===== config.mk =====
export PLATFORM = sky130hd
export DESIGN_NAME = stream_pattern_censor
export DESIGN_NICKNAME = d
export VERILOG_FILES = /design/src/rtl/spc_pkg.sv /design/src/rtl/spc_cell.sv /design/src/rtl/stream_pattern_censor.sv
export SDC_FILE = /design/constraint.sdc
export NUM_CORES = 1
export LEC_CHECK = 0
export BUFFER_PORTS_ARGS = -buffer_cell sky130_fd_sc_hd__buf_2
export CAP_MARGIN = 20
export CORE_MARGIN = 2
export CORE_UTILIZATION = 45
export CTS_CLUSTER_SIZE = 28
export DETAILED_ROUTE_END_ITERATION = 7
export MAX_ROUTING_LAYER = met4
export PLACE_DENSITY = 0.66
export SLEW_MARGIN = 20
export SYNTH_ARGS = -nofsm -noshare
export SYNTH_HDL_FRONTEND = slang
export SYNTH_SLANG_ARGS = --single-unit

===== constraint.sdc =====
create_clock -name clk -period 4.5 [get_ports clk]
set_input_delay 0.225 -clock clk [delete_from_list [all_inputs] [get_ports clk]]
set_output_delay 0.225 -clock clk [all_outputs]
set_load 0.05 [all_outputs]

===== src/rtl/spc_pkg.sv =====
// shared types and constants for the stream pattern censor
package spc_pkg;

    localparam int BYTE_W = 8;
    localparam int PAT_W  = 64;
    localparam int LEN_W  = 4;

    localparam logic [BYTE_W-1:0] STAR_BYTE = 8'h2A;

    // configuration register indexes
    typedef enum logic [0:0] {
        CFG_PATTERN_BYTES  = 1'b0,
        CFG_PATTERN_LENGTH = 1'b1
    } cfg_index_t;

    // per-cell control from the window controller
    typedef struct packed {
        logic shift;     // window moves one place toward the head
        logic append;    // a data item is written this cycle
        logic take_new;  // this cell is the next free slot
    } cell_ctrl_t;

endpackage


===== src/rtl/spc_cell.sv =====
// one window cell: holds a byte, compares it with its pattern byte
module spc_cell
    import spc_pkg::*;
(
    input  logic              clk,
    input  cell_ctrl_t        ctrl,
    input  logic [BYTE_W-1:0] new_byte,
    input  logic [BYTE_W-1:0] nbr_byte,
    input  logic [BYTE_W-1:0] pat_byte,
    output logic [BYTE_W-1:0] eff_byte,
    output logic              match
);

    logic [BYTE_W-1:0] byte_reg;
    logic [BYTE_W-1:0] byte_next;

    // the byte this slot holds once the incoming item is counted in
    assign eff_byte = ctrl.take_new ? new_byte : byte_reg;
    assign match    = (eff_byte == pat_byte);

    // shift takes the neighbor's view, otherwise the free slot takes the new byte
    always_comb
    begin
        byte_next = byte_reg;
        if (ctrl.shift)
        begin
            byte_next = nbr_byte;
        end
        else if (ctrl.append && ctrl.take_new)
        begin
            byte_next = new_byte;
        end
    end

    always_ff @(posedge clk)
    begin
        byte_reg <= byte_next;
    end

endmodule


===== src/rtl/stream_pattern_censor.sv =====
// top level of the stream pattern censor: cell chain, run control, output register
//
// Replaces each greedy, non-overlapping occurrence of the programmed pattern in a byte
// stream with a run of asterisks of the same length; an end-of-stream item flushes
// the undecided bytes unchanged. The window is a row of PATTERN_MAX cells, each
// comparing its byte with one pattern byte; every emitted result shifts the row by one.
// An item that causes at most one result is taken every cycle while the output is not
// stalled and no run is draining. A match blocks input while the rest of its asterisk
// run drains, and an end-of-stream item with bytes held blocks input while the rest
// of the flush drains, so text without matches sustains one item per cycle. Results
// come from a single output register; input stall follows output stall in the same
// cycle. Configuration is written through cfg_valid/cfg_ready, always ready, and must
// only change while the block is idle.
module stream_pattern_censor
    import spc_pkg::*;
#(
    parameter int PATTERN_MAX = 8
)
(
    input  logic              clk,
    input  logic              rst_n,
    // configuration writes
    input  logic              cfg_valid,
    output logic              cfg_ready,
    input  logic [0:0]        cfg_index,
    input  logic [PAT_W-1:0]  cfg_data,
    // input items
    input  logic              in_valid,
    output logic              in_stall,
    input  logic [BYTE_W-1:0] data_byte,
    input  logic              end_of_stream,
    // result items
    output logic              out_valid,
    input  logic              out_stall,
    output logic [BYTE_W-1:0] out_byte,
    output logic              last_of_run
);

    localparam int CW = $clog2(PATTERN_MAX + 1);

    // configuration registers
    logic [PAT_W-1:0] pattern_bytes_reg;
    logic [LEN_W-1:0] pattern_length_reg;

    // control state
    logic [CW-1:0]     held_reg, held_next;
    logic [CW-1:0]     run_left_reg, run_left_next;
    logic              run_star_reg, run_star_next;
    logic              out_valid_reg, out_valid_next;
    logic [BYTE_W-1:0] out_byte_reg, out_byte_next;
    logic              out_last_reg, out_last_next;

    // cell chain
    cell_ctrl_t        cell_ctrl [PATTERN_MAX];
    logic [BYTE_W-1:0] eff_byte [PATTERN_MAX+1];
    logic [PATTERN_MAX-1:0] match_vec;
    logic [PATTERN_MAX-1:0] len_mask;

    logic [CW-1:0]     len_eff;
    logic [CW-1:0]     held_plus;
    logic              adv;
    logic              run_active;
    logic              accept;
    logic              hit;
    logic              shift;
    logic              append;
    logic              emit;
    logic [BYTE_W-1:0] emit_byte;
    logic              emit_last;

    assign cfg_ready = 1'b1;

    // configuration write
    always_ff @(posedge clk or negedge rst_n)
    begin
        if (!rst_n)
        begin
            pattern_bytes_reg  <= '0;
            pattern_length_reg <= LEN_W'(1);
        end
        else if (cfg_valid && cfg_ready)
        begin
            unique case (cfg_index)
                CFG_PATTERN_BYTES:  pattern_bytes_reg  <= cfg_data;
                CFG_PATTERN_LENGTH: pattern_length_reg <= cfg_data[LEN_W-1:0];
                default:            pattern_bytes_reg  <= pattern_bytes_reg;
            endcase
        end
    end

    // effective pattern length, clamped to 1..PATTERN_MAX
    always_comb
    begin
        priority if (pattern_length_reg == '0)
        begin
            len_eff = CW'(1);
        end
        else if (pattern_length_reg > LEN_W'(PATTERN_MAX))
        begin
            len_eff = CW'(PATTERN_MAX);
        end
        else
        begin
            len_eff = pattern_length_reg[CW-1:0];
        end
    end

    // handshake
    assign adv        = !out_valid_reg || !out_stall;
    assign run_active = (run_left_reg != '0);
    assign in_stall   = run_active || !adv;
    assign accept     = in_valid && !in_stall;
    assign held_plus  = held_reg + CW'(1);

    // cells past the last one see the incoming byte
    assign eff_byte[PATTERN_MAX] = data_byte;

    genvar gi;
    generate
        for (gi = 0; gi < PATTERN_MAX; gi++)
        begin : g_cell
            assign cell_ctrl[gi].shift    = shift;
            assign cell_ctrl[gi].append   = append;
            assign cell_ctrl[gi].take_new = (held_reg == CW'(gi));
            assign len_mask[gi]           = (CW'(gi) < len_eff);

            spc_cell u_cell (
                .clk      (clk),
                .ctrl     (cell_ctrl[gi]),
                .new_byte (data_byte),
                .nbr_byte (eff_byte[gi+1]),
                .pat_byte (pattern_bytes_reg[BYTE_W*gi +: BYTE_W]),
                .eff_byte (eff_byte[gi]),
                .match    (match_vec[gi])
            );
        end
    endgenerate

    // every cell inside the pattern length must agree
    assign hit = &(match_vec | ~len_mask);

    // run control and decision
    always_comb
    begin
        shift         = 1'b0;
        append        = 1'b0;
        emit          = 1'b0;
        emit_byte     = eff_byte[0];
        emit_last     = 1'b0;
        held_next     = held_reg;
        run_left_next = run_left_reg;
        run_star_next = run_star_reg;

        priority if (run_active)
        begin
            // drain an asterisk run or a flush, one result a cycle while the output advances
            if (adv)
            begin
                emit          = 1'b1;
                shift         = 1'b1;
                emit_byte     = run_star_reg ? STAR_BYTE : eff_byte[0];
                emit_last     = (run_left_reg == CW'(1));
                held_next     = held_reg - CW'(1);
                run_left_next = run_left_reg - CW'(1);
            end
        end
        else if (accept && end_of_stream)
        begin
            // flush held bytes unchanged
            if (held_reg != '0)
            begin
                emit          = 1'b1;
                shift         = 1'b1;
                emit_byte     = eff_byte[0];
                emit_last     = (held_reg == CW'(1));
                held_next     = held_reg - CW'(1);
                run_left_next = held_reg - CW'(1);
                run_star_next = 1'b0;
            end
        end
        else if (accept)
        begin
            append = 1'b1;
            if (held_plus >= len_eff)
            begin
                emit      = 1'b1;
                shift     = 1'b1;
                held_next = held_reg;
                if (hit)
                begin
                    emit_byte     = STAR_BYTE;
                    emit_last     = (len_eff == CW'(1));
                    run_left_next = len_eff - CW'(1);
                    run_star_next = 1'b1;
                end
                else
                begin
                    emit_byte = eff_byte[0];
                    emit_last = 1'b1;
                end
            end
            else
            begin
                held_next = held_plus;
            end
        end
        else
        begin
            // idle: everything holds
            held_next = held_reg;
        end
    end

    // output register
    always_comb
    begin
        out_valid_next = out_valid_reg;
        out_byte_next  = out_byte_reg;
        out_last_next  = out_last_reg;
        if (adv)
        begin
            out_valid_next = emit;
            if (emit)
            begin
                out_byte_next = emit_byte;
                out_last_next = emit_last;
            end
        end
    end

    always_ff @(posedge clk or negedge rst_n)
    begin
        if (!rst_n)
        begin
            held_reg      <= '0;
            run_left_reg  <= '0;
            run_star_reg  <= 1'b0;
            out_valid_reg <= 1'b0;
        end
        else
        begin
            held_reg      <= held_next;
            run_left_reg  <= run_left_next;
            run_star_reg  <= run_star_next;
            out_valid_reg <= out_valid_next;
        end
    end

    always_ff @(posedge clk)
    begin
        out_byte_reg <= out_byte_next;
        out_last_reg <= out_last_next;
    end

    assign out_valid   = out_valid_reg;
    assign out_byte    = out_byte_reg;
    assign last_of_run = out_last_reg;

endmodule

==> results.md, run 1 <==
- Initial Util: 0.463
- Hold Fails Final Rpt: 0
- Clock tree buffer depth: 2
- DIE AREA: 19700 um^2
- Unique masters post-synth: 63
- Clk sinks: 151
- Hold_sp: cfg_data[31]
- Pwr Density: 526 nW/um^2
- Register area share after synthesis: 0.495
- First-pass GRT wire length: 34300 um
- Reg-to-Reg Start: held_reg[0]
- Crit share post-route: 0.863
- Post-route setup TNS: 0 ns
- Final setup viols: 0
- Die Width: 140 um
- Initial antenna violation count: 0
- Row count: 49
- WL final: 21300 um
- CTS tree: built
- R2r setup slk: 0.62 ns
- Slew Limit Headroom: 0.284
- Reg area: 4150 um^2
- Seq cells post-synth: 151
- Worst Hold End: pattern_bytes_reg[31]
- Worst skew pair latency: 0.42 ns
- Syn Std Cell Area: 8370 um^2
- Grt ovf: 0
- Pleak: 3.93 nW
- Area contributors post-synth: edfxtp_1 26%, dfrtp_1 23%, mux2_2 14%
- Startpoint types: flop
- Worst VDD drop: 343 uV
- Max Cap Viol: 0
- WS Path Type: reg -> reg
- CP startpoint: held_reg[0]
- Hold-fix buffers, CTS: 2
- H-tree depth: 4
- Setup bufs post-CTS: 0
- Hold Slack: 0.0166 ns
- # port buffers: 89
- Ports: 91
- Share of cells above drive strength 1: 0.286
- EDFF count, synth: 73
- Fillers: 1592
- Yosys top cell area share: 0.262
- Non-filler cells, final: 1087
- Drt pass-1 iters: 5
- Final Critical Period: 3.88 ns
- FMAX: 257 MHz
- Crit-path cells: inv_1 -> ha_1 -> nor3b_2 -> mux2i_1 -> o22ai_1 -> a221oi_1 -> nand4_1 -> a221o_1 -> nand4b_2 -> o21ai_1 -> nor2_1
- Multi-input logic area: 3900 um^2
- Slew @ Worst Pin: 1.06 ns
- RSZ-0062 raised after global routing: no
- 1st-iter DRT viols: 467
- Num CTS Buffers: 17
- Detailed Place HPWL: 15100 um
- Syn_area_per_cell: 11.0 um^2
- Mapped Nets: 852
- Yosys warns: 0
- Vias in the first global route: 6226
- Synth Instances: 759
- Share of flip-flops with an asynchronous set or reset: 0.517
- GPL Wtd Cong: 0.920
- Area added between synthesis and finish: 15.3%
- Placed cell count: 1052
- Data arrival, critical path: 4.04 ns
- Hold Crit Depth: 3
- Nets: 938
- Largest stage delay, worst path: 0.59 ns
- Core Region: 18100 um^2
- CTS clk-pin slew, worst paths: 0.06 ns
- FF-to-FF End: out_byte[2]
- Root buf cell: clkbuf_16
- Synth area leader: edfxtp_1
- Vias per inst: 5.75
- Final Slew Violations: 0
- CP endpoint kind: flop
- Status: complete, no violations
- Pin count of the biggest net entering global routing: 79
- Antenna cells: 0
- Slowest-stage cell, CP: nor3b_2
- Die H: 140 um
- Vias: 6253
- ANT nets after route: 0
- Worst Skew: 0.00543 ns
- DRC errors left: 0
- Post-cts sizing count: 0
- Reg2reg path depth: 11
- Worst Path Max Fanout: 9
- Hold Path Class: in -> reg
- Crit path required time: 4.66 ns
- Routed len/inst: 19.6 um
- All-Layer GR Usage: 0.233
- Synth Flop Type: dfrtp_1
==> how the worst max path moves through the flow <==
| stage | to | slack, ns | cells after the start |
|---|---|---|---|
| global placement | out_byte[0] | 0.80 | 11 |
| floorplan | g_cell[6].u_cell.byte_reg[1] | 0.97 | 15 |
| CTS | out_byte[2] | 0.66 | 11 |
| finish | out_byte[2] | 0.62 | 11 |
| global route | out_byte[2] | 0.29 | 11 |
| detailed placement | out_byte[2] | 0.65 | 11 |
==> worst max-delay path, delay by kind of cell, from the launching register on <==
family | cells | cell delay [ns]
and+or+nand+nor | 4 | 1.22
AOI/OAI and AO/OA | 4 | 1.16
DFF | 1 | 0.48
muxes | 1 | 0.34
adders and majority gates | 1 | 0.29
buffers and inverters | 1 | 0.13
==> per-stage QoR <==
stage	area (um^2)	power, mW	utilization	worst slack, ns
after global routing	9650	5.38	0.534	0.288
after detailed placement	9030	3.66	0.499	0.652
after global placement	9030	3.64	0.499	0.797
after CTS	9640	5.09	0.533	0.659
after floorplan	8370	3.23	-	0.971
final	9650	5.08	0.534	0.615
==> kinds of logic (layout without fill, tap and decap cells) <==
kind of cell,Yosys count,count (layout),share of synthesized area
AO/OA/AOI/OAI,152,152,0.117
XOR/XNOR,56,56,0.0586
adder cells (fa/ha/maj),14,14,0.0209
buffers and inverters,83,182,0.0401
flip-flops,151,151,0.495
multiplexers,123,123,0.163
other,1,1,0.000448
AND/OR/NAND/NOR,179,179,0.105
==> Yosys cell counts, types with 7 or more instances <==
library cell and n:
mux2_2 104, dfrtp_1 77, edfxtp_1 73, nand2_1 71, o21ai_0 51, inv_1 45
xnor2_1 34, nor2_1 29, o22ai_1 27, a21oi_1 23, clkbuf_1 23, xor2_1 22
mux2i_1 19, ha_1 14, nand3_1 13, nor2b_1 12, nor3_1 12, nor4_1 8
buf_2 7, nand4_1 7
==> where the power goes <==
group,internal [mW],switching (mW),total [mW]
combinational,0.693,0.860,1.55
clock,0.846,0.569,1.42
sequential,1.81,0.304,2.11
==> area by class of cell <==
class	count	share of cell area
Clock buffer	21	0.0477
Timing Repair Buffer	102	0.0577
Sequential cell	151	0.429
Multi-Input combinational cell	525	0.404
Clock inverter	11	0.0128
Tap cell	229	0.0297
Inverter	48	0.0187
==> layer usage <==
| layer | vias up | part of all wire | routed length (um) | track usage |
|---|---|---|---|---|
| met5 | - | 0 | 0 | - |
| met4 | 0 | 0.024 | 502 | 0.0808 |
| met3 | 35 | 0.069 | 1460 | 0.0503 |
| met2 | 255 | 0.46 | 9810 | 0.350 |
| met1 | 3036 | 0.45 | 9470 | 0.313 |
| li1 | 2927 | - | - | - |
==> layout by cell type (no fill, tap or decap), types with 7 or more instances in the layout <==
cell,instances
nor4_1,8
o21ai_1,7
o21ai_0,46
ha_1,14
a21oi_1,23
inv_1,45
dfrtp_1,77
clkbuf_16,17
xor2_1,22
nor2b_1,11
buf_4,10
nor2_1,29
xnor2_1,34
mux2i_1,19
buf_2,88
nand3_1,13
nand2_1,71
nand4_1,7
nor3_1,12
o22ai_1,27
mux2_2,104
edfxtp_1,73
Note: power is estimated with default switching activity, not from simulation.
==> run 2, diff against run 1 <==
==> constraint.sdc (replaced) <==
create_clock -name clk -period 4.8 [get_ports clk]
set_input_delay 0.48 -clock clk [delete_from_list [all_inputs] [get_ports clk]]
set_output_delay 0.48 -clock clk [all_outputs]
set_load 0.05 [all_outputs]
==> run 2 against run 1 <==
Register-to-register slack lost 0.03 ns. Largest power group unchanged. Critical endpoint is now g_cell[5].u_cell.byte_reg[7]. Sequential share of layout area grew 0.43 points. Clock power shrank 11%. Largest cell class unchanged. Power shrank 7.8%. Final area shrank 1.0%. Via count shrank 0.27%. First-iteration DRC count grew 22%.
==> results.md, run 2 (synthesis results as in run 1) <==
- Status: complete, no violations
- Pwr Density: 490 nW/um^2 (-6.9%)
- Ports: 91 (unchanged)
- Crit path required time: 4.98 ns (+0.32 ns)
- Worst Path Max Fanout: 16 (+7)
- Share of cells above drive strength 1: 0.285 (-0.000337)
- Final Slew Violations: 0 (unchanged)
- Clock tree buffer depth: 2 (unchanged)
- Hold-fix buffers, CTS: 0 (-2)
- All-Layer GR Usage: 0.230 (-0.00230)
- Slew Limit Headroom: 0.409 (+0.124)
- First-pass GRT wire length: 33800 um (-1.6%)
- FMAX: 237 MHz (-7.9%)
- Worst skew pair latency: 0.44 ns (+0.02 ns)
- Row count: 49 (unchanged)
- Vias: 6236 (-0.27%)
- Die H: 140 um (unchanged)
- Post-route setup TNS: 0 ns (unchanged)
- Commonest non-fill, non-tap cell in the layout: mux2_2
- Area added between synthesis and finish: 14.1%
- Initial antenna violation count: 0 (unchanged)
- CTS tree: built
- Net Sw Power: 1.69 mW (-2.8%)
- Slew @ Worst Pin: 0.883 ns (-0.179 ns)
- Max Cap Viol: 0 (unchanged)
- Final setup viols: 0 (unchanged)
- Largest stage delay, worst path: 0.56 ns (-0.03 ns)
- Detailed Place HPWL: 15000 um (-0.95%)
- Slowest-stage cell, CP: o21ai_1
- Cell mode on critical path: nor2_1
- Reg area: 4150 um^2 (unchanged)
- Initial Util: 0.463 (unchanged)
- Vias in the first global route: 6105 (-1.9%)
- ANT nets after route: 0 (unchanged)
- Post-cts sizing count: 0 (unchanged)
- Fillers: 1583 (-0.57%)
- Pin count of the biggest net entering global routing: 79 (unchanged)
- Clock share of power: 0.269 (-0.010)
- Pleak: 3.89 nW (-1.0%)
- # port buffers: 89 (unchanged)
- CP endpoint kind: flop
- Crit-path cells: nor2_1 -> nor2_1 -> nor2_1 -> ha_1 -> nand2b_1 -> a21o_1 -> a21o_1 -> a21oi_1 -> a21oi_1 -> o21ai_1 -> inv_2 -> nand2_1 -> mux2_2
- Drt pass-1 iters: 5 (unchanged)
- Core Region: 18100 um^2 (unchanged)
- Final Critical Period: 4.22 ns (+0.332 ns)
- Startpoint types: flop
- Multi-input logic area: 3900 um^2 (unchanged)
- Sw Share: 0.360 (+0.0187)
- Worst Skew: 0.0133 ns (+0.00785 ns)
- Clk sinks: 151 (unchanged)
- Routed len/inst: 19.9 um (+1.8%)
- CP startpoint: pattern_length_reg[2]
- Setup bufs post-CTS: 0 (unchanged)
- GPL Wtd Cong: 0.940 (+2.2%)
- WL final: 21500 um (+1.3%)
- Vias per inst: 5.77 (+0.28%)
- Data arrival, critical path: 4.40 ns (+0.36 ns)
- Grt ovf: 0 (unchanged)
- Num CTS Buffers: 17 (unchanged)
- Antenna cells: 0 (unchanged)
- Comb power frac: 0.309 (+0.003)
- Hold Path Class: in -> async
- Die Width: 140 um (unchanged)
- Nets: 932 (-0.64%)
- H-tree depth: 4 (unchanged)
- Hold Fails Final Rpt: 0 (unchanged)
- Worst VDD drop: 291 uV (-15%)
- DIE AREA: 19700 um^2 (unchanged)
- Internal power: 3.00 mW (-10%)
- CTS clk-pin slew, worst paths: 0.06 ns (about the same)
- Sequential group share of total power: 0.421 (+0.005)
- Crit share post-route: 0.879 (+0.0153)
- Design Power: 4.68 mW (-7.8%)
- Reg-to-Reg Start: pattern_length_reg[2]
- WS Path Type: reg -> reg
- Root buf cell: clkbuf_16
- 1st-iter DRT viols: 570 (+22%)
- RSZ-0062 raised after global routing: no
- Commonest non-fill, non-tap cells in the layout: 104 x mux2_2, 88 x buf_2, 77 x dfrtp_1
- DRC errors left: 0 (unchanged)
## run 2: changes by cell type in the layout (fill, tap and decap cells not counted), sizes merged
cell | before | now
clkbuf | 21 | 17
buf | 99 | 96
bufinv | 2 | 0
dlygate4sd3 | 3 | 0
inv | 47 | 54
clkinvlp | 3 | 2
## run 2: layout make-up
cell class	count	share of cell area
Inverter	48	0.0189
Clock buffer	17	0.0445
Clock inverter	15	0.0120
Timing Repair Buffer	96	0.0528
Tap cell	229	0.0300
Sequential cell	151	0.434
Multi-Input combinational cell	525	0.408
## run 2: metal layers
layer,share of wire,global-route usage
met5,0,-
met4,0.016,0.0686
met3,0.058,0.0458
met2,0.47,0.353
met1,0.46,0.312
## run 2: per-stage QoR
| step | std cells | setup WS (ns) | util | cell area, um^2 | hold WS [ns] |
|---|---|---|---|---|---|
| 6_report | 1081 | 0.583 | 0.528 | 9560 | 0.0898 |
| 5_1_grt | 1081 | 0.315 | 0.528 | 9560 | 0.137 |
| 4_1_cts | 1081 | 0.701 | 0.528 | 9550 | 0.235 |
| 3_5_place_dp | 1049 | 0.722 | 0.498 | 9010 | 0.508 |
| 3_3_place_gp | 1049 | 0.888 | 0.498 | 9010 | 0.523 |
| 2_1_floorplan | 759 | 1.27 | - | 8370 | 0.184 |
## run 2: power by group through the flow
stage                     logic [mW]  clock network (mW)  registers (mW)
after floorplan                 1.07                   0            1.95
after global placement          1.40                   0            1.99
after detailed placement        1.43                   0            1.99
after CTS                       1.44                1.28            1.97
after global routing            1.60                1.33            2.01
final                           1.45                1.26            1.97
## run 2: worst max-delay path, delay by kind of cell, from the launching register on
family / cells / cell delay, ns
compound gates: 5 / 1.46
simple gates: 5 / 1.00
flops: 1 / 0.45
mux: 1 / 0.39
buf+inv: 1 / 0.36
fa+ha+maj: 1 / 0.30
## run 2: final timing paths
check	slack, ns	cells past startpoint	to
max reg2reg	0.58	13	g_cell[5].u_cell.byte_reg[7]
max in group asynchronous	4.22	1	pattern_bytes_reg[56]
min reg2reg	0.52	2	run_star_reg
max	0.58	13	g_cell[5].u_cell.byte_reg[7]
min in group clk	0.24	3	pattern_bytes_reg[59]
min	0.09	1	pattern_bytes_reg[9]
==> run 3, diff against run 2 <==
--- a/config.mk
+++ b/config.mk
@@ -11,6 +11,7 @@
 export CORE_UTILIZATION = 45
 export CTS_CLUSTER_SIZE = 28
 export DETAILED_ROUTE_END_ITERATION = 7
+export GPL_TIMING_DRIVEN = 0
 export MAX_ROUTING_LAYER = met4
 export PLACE_DENSITY = 0.66
 export SLEW_MARGIN = 20
==> run 3 against run 2 <==
Utilization grew 0.62 points. Via count grew 3.6%. Die area is the same. Worst hold slack lost 0.053 ns. Flip-flop and latch count is the same. Count of clock-buffer cells in the layout grew 1. Register-to-register slack lost 0.16 ns. Highest routed layer unchanged.
==> results.md, run 3 (synthesis results as in run 1) <==
- Placed cell count: 1078 (+2.8%)
- FMAX: 229 MHz (-3.5%)
- Die Width: 140 um (unchanged)
- Max layer used: met4
- First-pass GRT wire length: 35100 um (+4.0%)
- Die H: 140 um (unchanged)
- Pwr Density: 485 nW/um^2 (-0.98%)
- Hold Fails Final Rpt: 0 (unchanged)
- Slew @ Worst Pin: 1.03 ns (+0.149 ns)
- Row count: 49 (unchanged)
- Final core utilization: 0.535 (+0.00623)
- Drt pass-1 iters: 7 (+2)
- Commonest non-fill, non-tap cell in the layout: mux2_2
- CP top delay family: compound AO/OA/AOI/OAI gates
- CTS tree: built
- Slowest-stage cell, CP: a21oi_1
- Reg-to-Reg Start: pattern_length_reg[2]
- Routed len/inst: 20.6 um (+3.4%)
- GPL Wtd Cong: 0.953 (+1.4%)
- Final Slew Violations: 0 (unchanged)
- Startpoint types: flop
- DIE AREA: 19700 um^2 (unchanged)
- Initial Util: 0.463 (unchanged)
- Pleak: 3.92 nW (+0.78%)
- Num CTS Buffers: 17 (unchanged)
- Largest stage delay, worst path: 0.46 ns (-0.10 ns)
- CP startpoint: pattern_length_reg[2]
- Non-filler cells, final: 1110 (+2.7%)
- Vias in the first global route: 6253 (+2.4%)
- Crit share post-route: 0.911 (+0.0323)
- Grt ovf: 0 (unchanged)
- Cell mode on critical path: nor2_1
- Worst Skew: 0.00780 ns (-0.00549 ns)
- WS Path Type: reg -> reg
- H-tree depth: 4 (unchanged)
- Commonest non-fill, non-tap cells in the layout: 104 x mux2_2, 95 x buf_2, 77 x dfrtp_1
- Clk sinks: 151 (unchanged)
- CTS clk-pin slew, worst paths: 0.06 ns (about the same)
- R2r setup slk: 0.43 ns (-0.16 ns)
- Crit path required time: 4.98 ns (about the same)
- Final Critical Period: 4.37 ns (+0.155 ns)
- Nets: 961 (+3.1%)
- Worst skew pair latency: 0.43 ns (about the same)
- Final setup viols: 0 (unchanged)
- Worst VDD drop: 312 uV (+7.3%)
- Metal2 WL: 10300 um (+2.0%)
- Hold Path Class: in -> async
- Reg2reg path depth: 15 (+2)
- Vias per inst: 5.82 (+0.87%)
- WL final: 22900 um (+6.2%)
- Metal-1 WL: 10000 um (+2.1%)
- 1st-iter DRT viols: 649 (+14%)
- Worst Path Max Fanout: 16 (unchanged)
- All-Layer GR Usage: 0.242 (+0.0122)
- Max Cap Viol: 0 (unchanged)
- Vias: 6459 (+3.6%)
- FF-to-FF End: g_cell[6].u_cell.byte_reg[4]
- Antenna cells: 0 (unchanged)
- Ports: 91 (unchanged)
- Clock tree buffer depth: 2 (unchanged)
- Root buf cell: clkbuf_16
- Data arrival, critical path: 4.55 ns (+0.15 ns)
- Share of cells above drive strength 1: 0.279 (-0.00598)
- RSZ-0062 raised after global routing: no
- Crit-path cells: clkbuf_1 -> nor2_1 -> nor2_1 -> nor2_1 -> ha_1 -> nand2b_1 -> a21o_1 -> a21o_1 -> a21oi_1 -> a21oi_1 -> o21ai_4 -> inv_2 -> nand2_1 -> clkbuf_1 -> mux2_2
- CP Buf/Inv Count: 3 (+2)
- Hold Slack: 0.0367 ns (-0.0531 ns)
- ANT nets after route: 0 (unchanged)
- Slew Limit Headroom: 0.305 (-0.104)
- CP endpoint kind: flop
- Pin count of the biggest net entering global routing: 41 (-48%)
- Status: complete, no violations
- Core Region: 18100 um^2 (unchanged)
- DRC errors left: 0 (unchanged)
- # port buffers: 89 (unchanged)
- Initial antenna violation count: 0 (unchanged)
- Met3 WL post-DR: 1840 um (+47%)
- Area added between synthesis and finish: 15.5%
- Detailed Place HPWL: 16300 um (+8.9%)
==> run 3: changes by cell type in the layout (fill, tap and decap cells not counted), sizes merged <==
cell / before / now
clkinvlp: 2 / 3
buf: 96 / 102
clkinv: 7 / 9
inv: 54 / 50
clkbuf: 17 / 41
==> run 3: layout make-up <==
type,count,area [um^2]
Multi-Input combinational cell,525,3900
Tap cell,229,287
Timing Repair Buffer,90,468
Sequential cell,151,4150
Clock buffer,18,429
Clock inverter,14,101
Fill cell,1575,8420
Inverter,48,180
Buffer,35,155
==> run 3: metrics by stage <==
stage / instance area, um^2 / setup WS [ns] / power [mW] / TNS [ns]
final: 9670 / 0.428 / 4.69 / 0
after global routing: 9670 / 0.170 / 4.93 / 0
after CTS: 9660 / 0.318 / 4.68 / 0
after detailed placement: 9130 / -0.0222 / 3.45 / -0.0727
after global placement: 9100 / 0.102 / 3.42 / 0
after floorplan: 8370 / 1.27 / 3.02 / 0
==> run 3: worst max path at each step <==
stage | endpoint | slack, ns | depth (start not counted)
6_report | g_cell[6].u_cell.byte_reg[4] | 0.43 | 15
5_1_grt | g_cell[6].u_cell.byte_reg[3] | 0.17 | 15
4_1_cts | g_cell[6].u_cell.byte_reg[4] | 0.32 | 15
3_5_place_dp | g_cell[6].u_cell.byte_reg[6] | -0.02 | 15
3_3_place_gp | g_cell[6].u_cell.byte_reg[3] | 0.10 | 15
2_1_floorplan | g_cell[6].u_cell.byte_reg[1] | 1.27 | 15
==> run 3: routing by layer <==
metal / GRT usage / vias up
li1: - / 2984
met1: 0.330 / 3135
met2: 0.360 / 301
met3: 0.0485 / 39
met4: 0.0893 / 0
met5: - / -
==> run 3: repair_timing <==
item / 4_1_cts / 5_1_grt
setup buffers: 0 / 0
gates resized for setup: 1 / 1
endpoints found under the setup margin: 4 / 4
hold buffers: 0 / 0
==> run 3: report_power, final <==
part           total, mW  internal (mW)  switching, mW
logic               1.54          0.656          0.886
clock network       1.22          0.663          0.555
registers           1.93           1.69          0.237
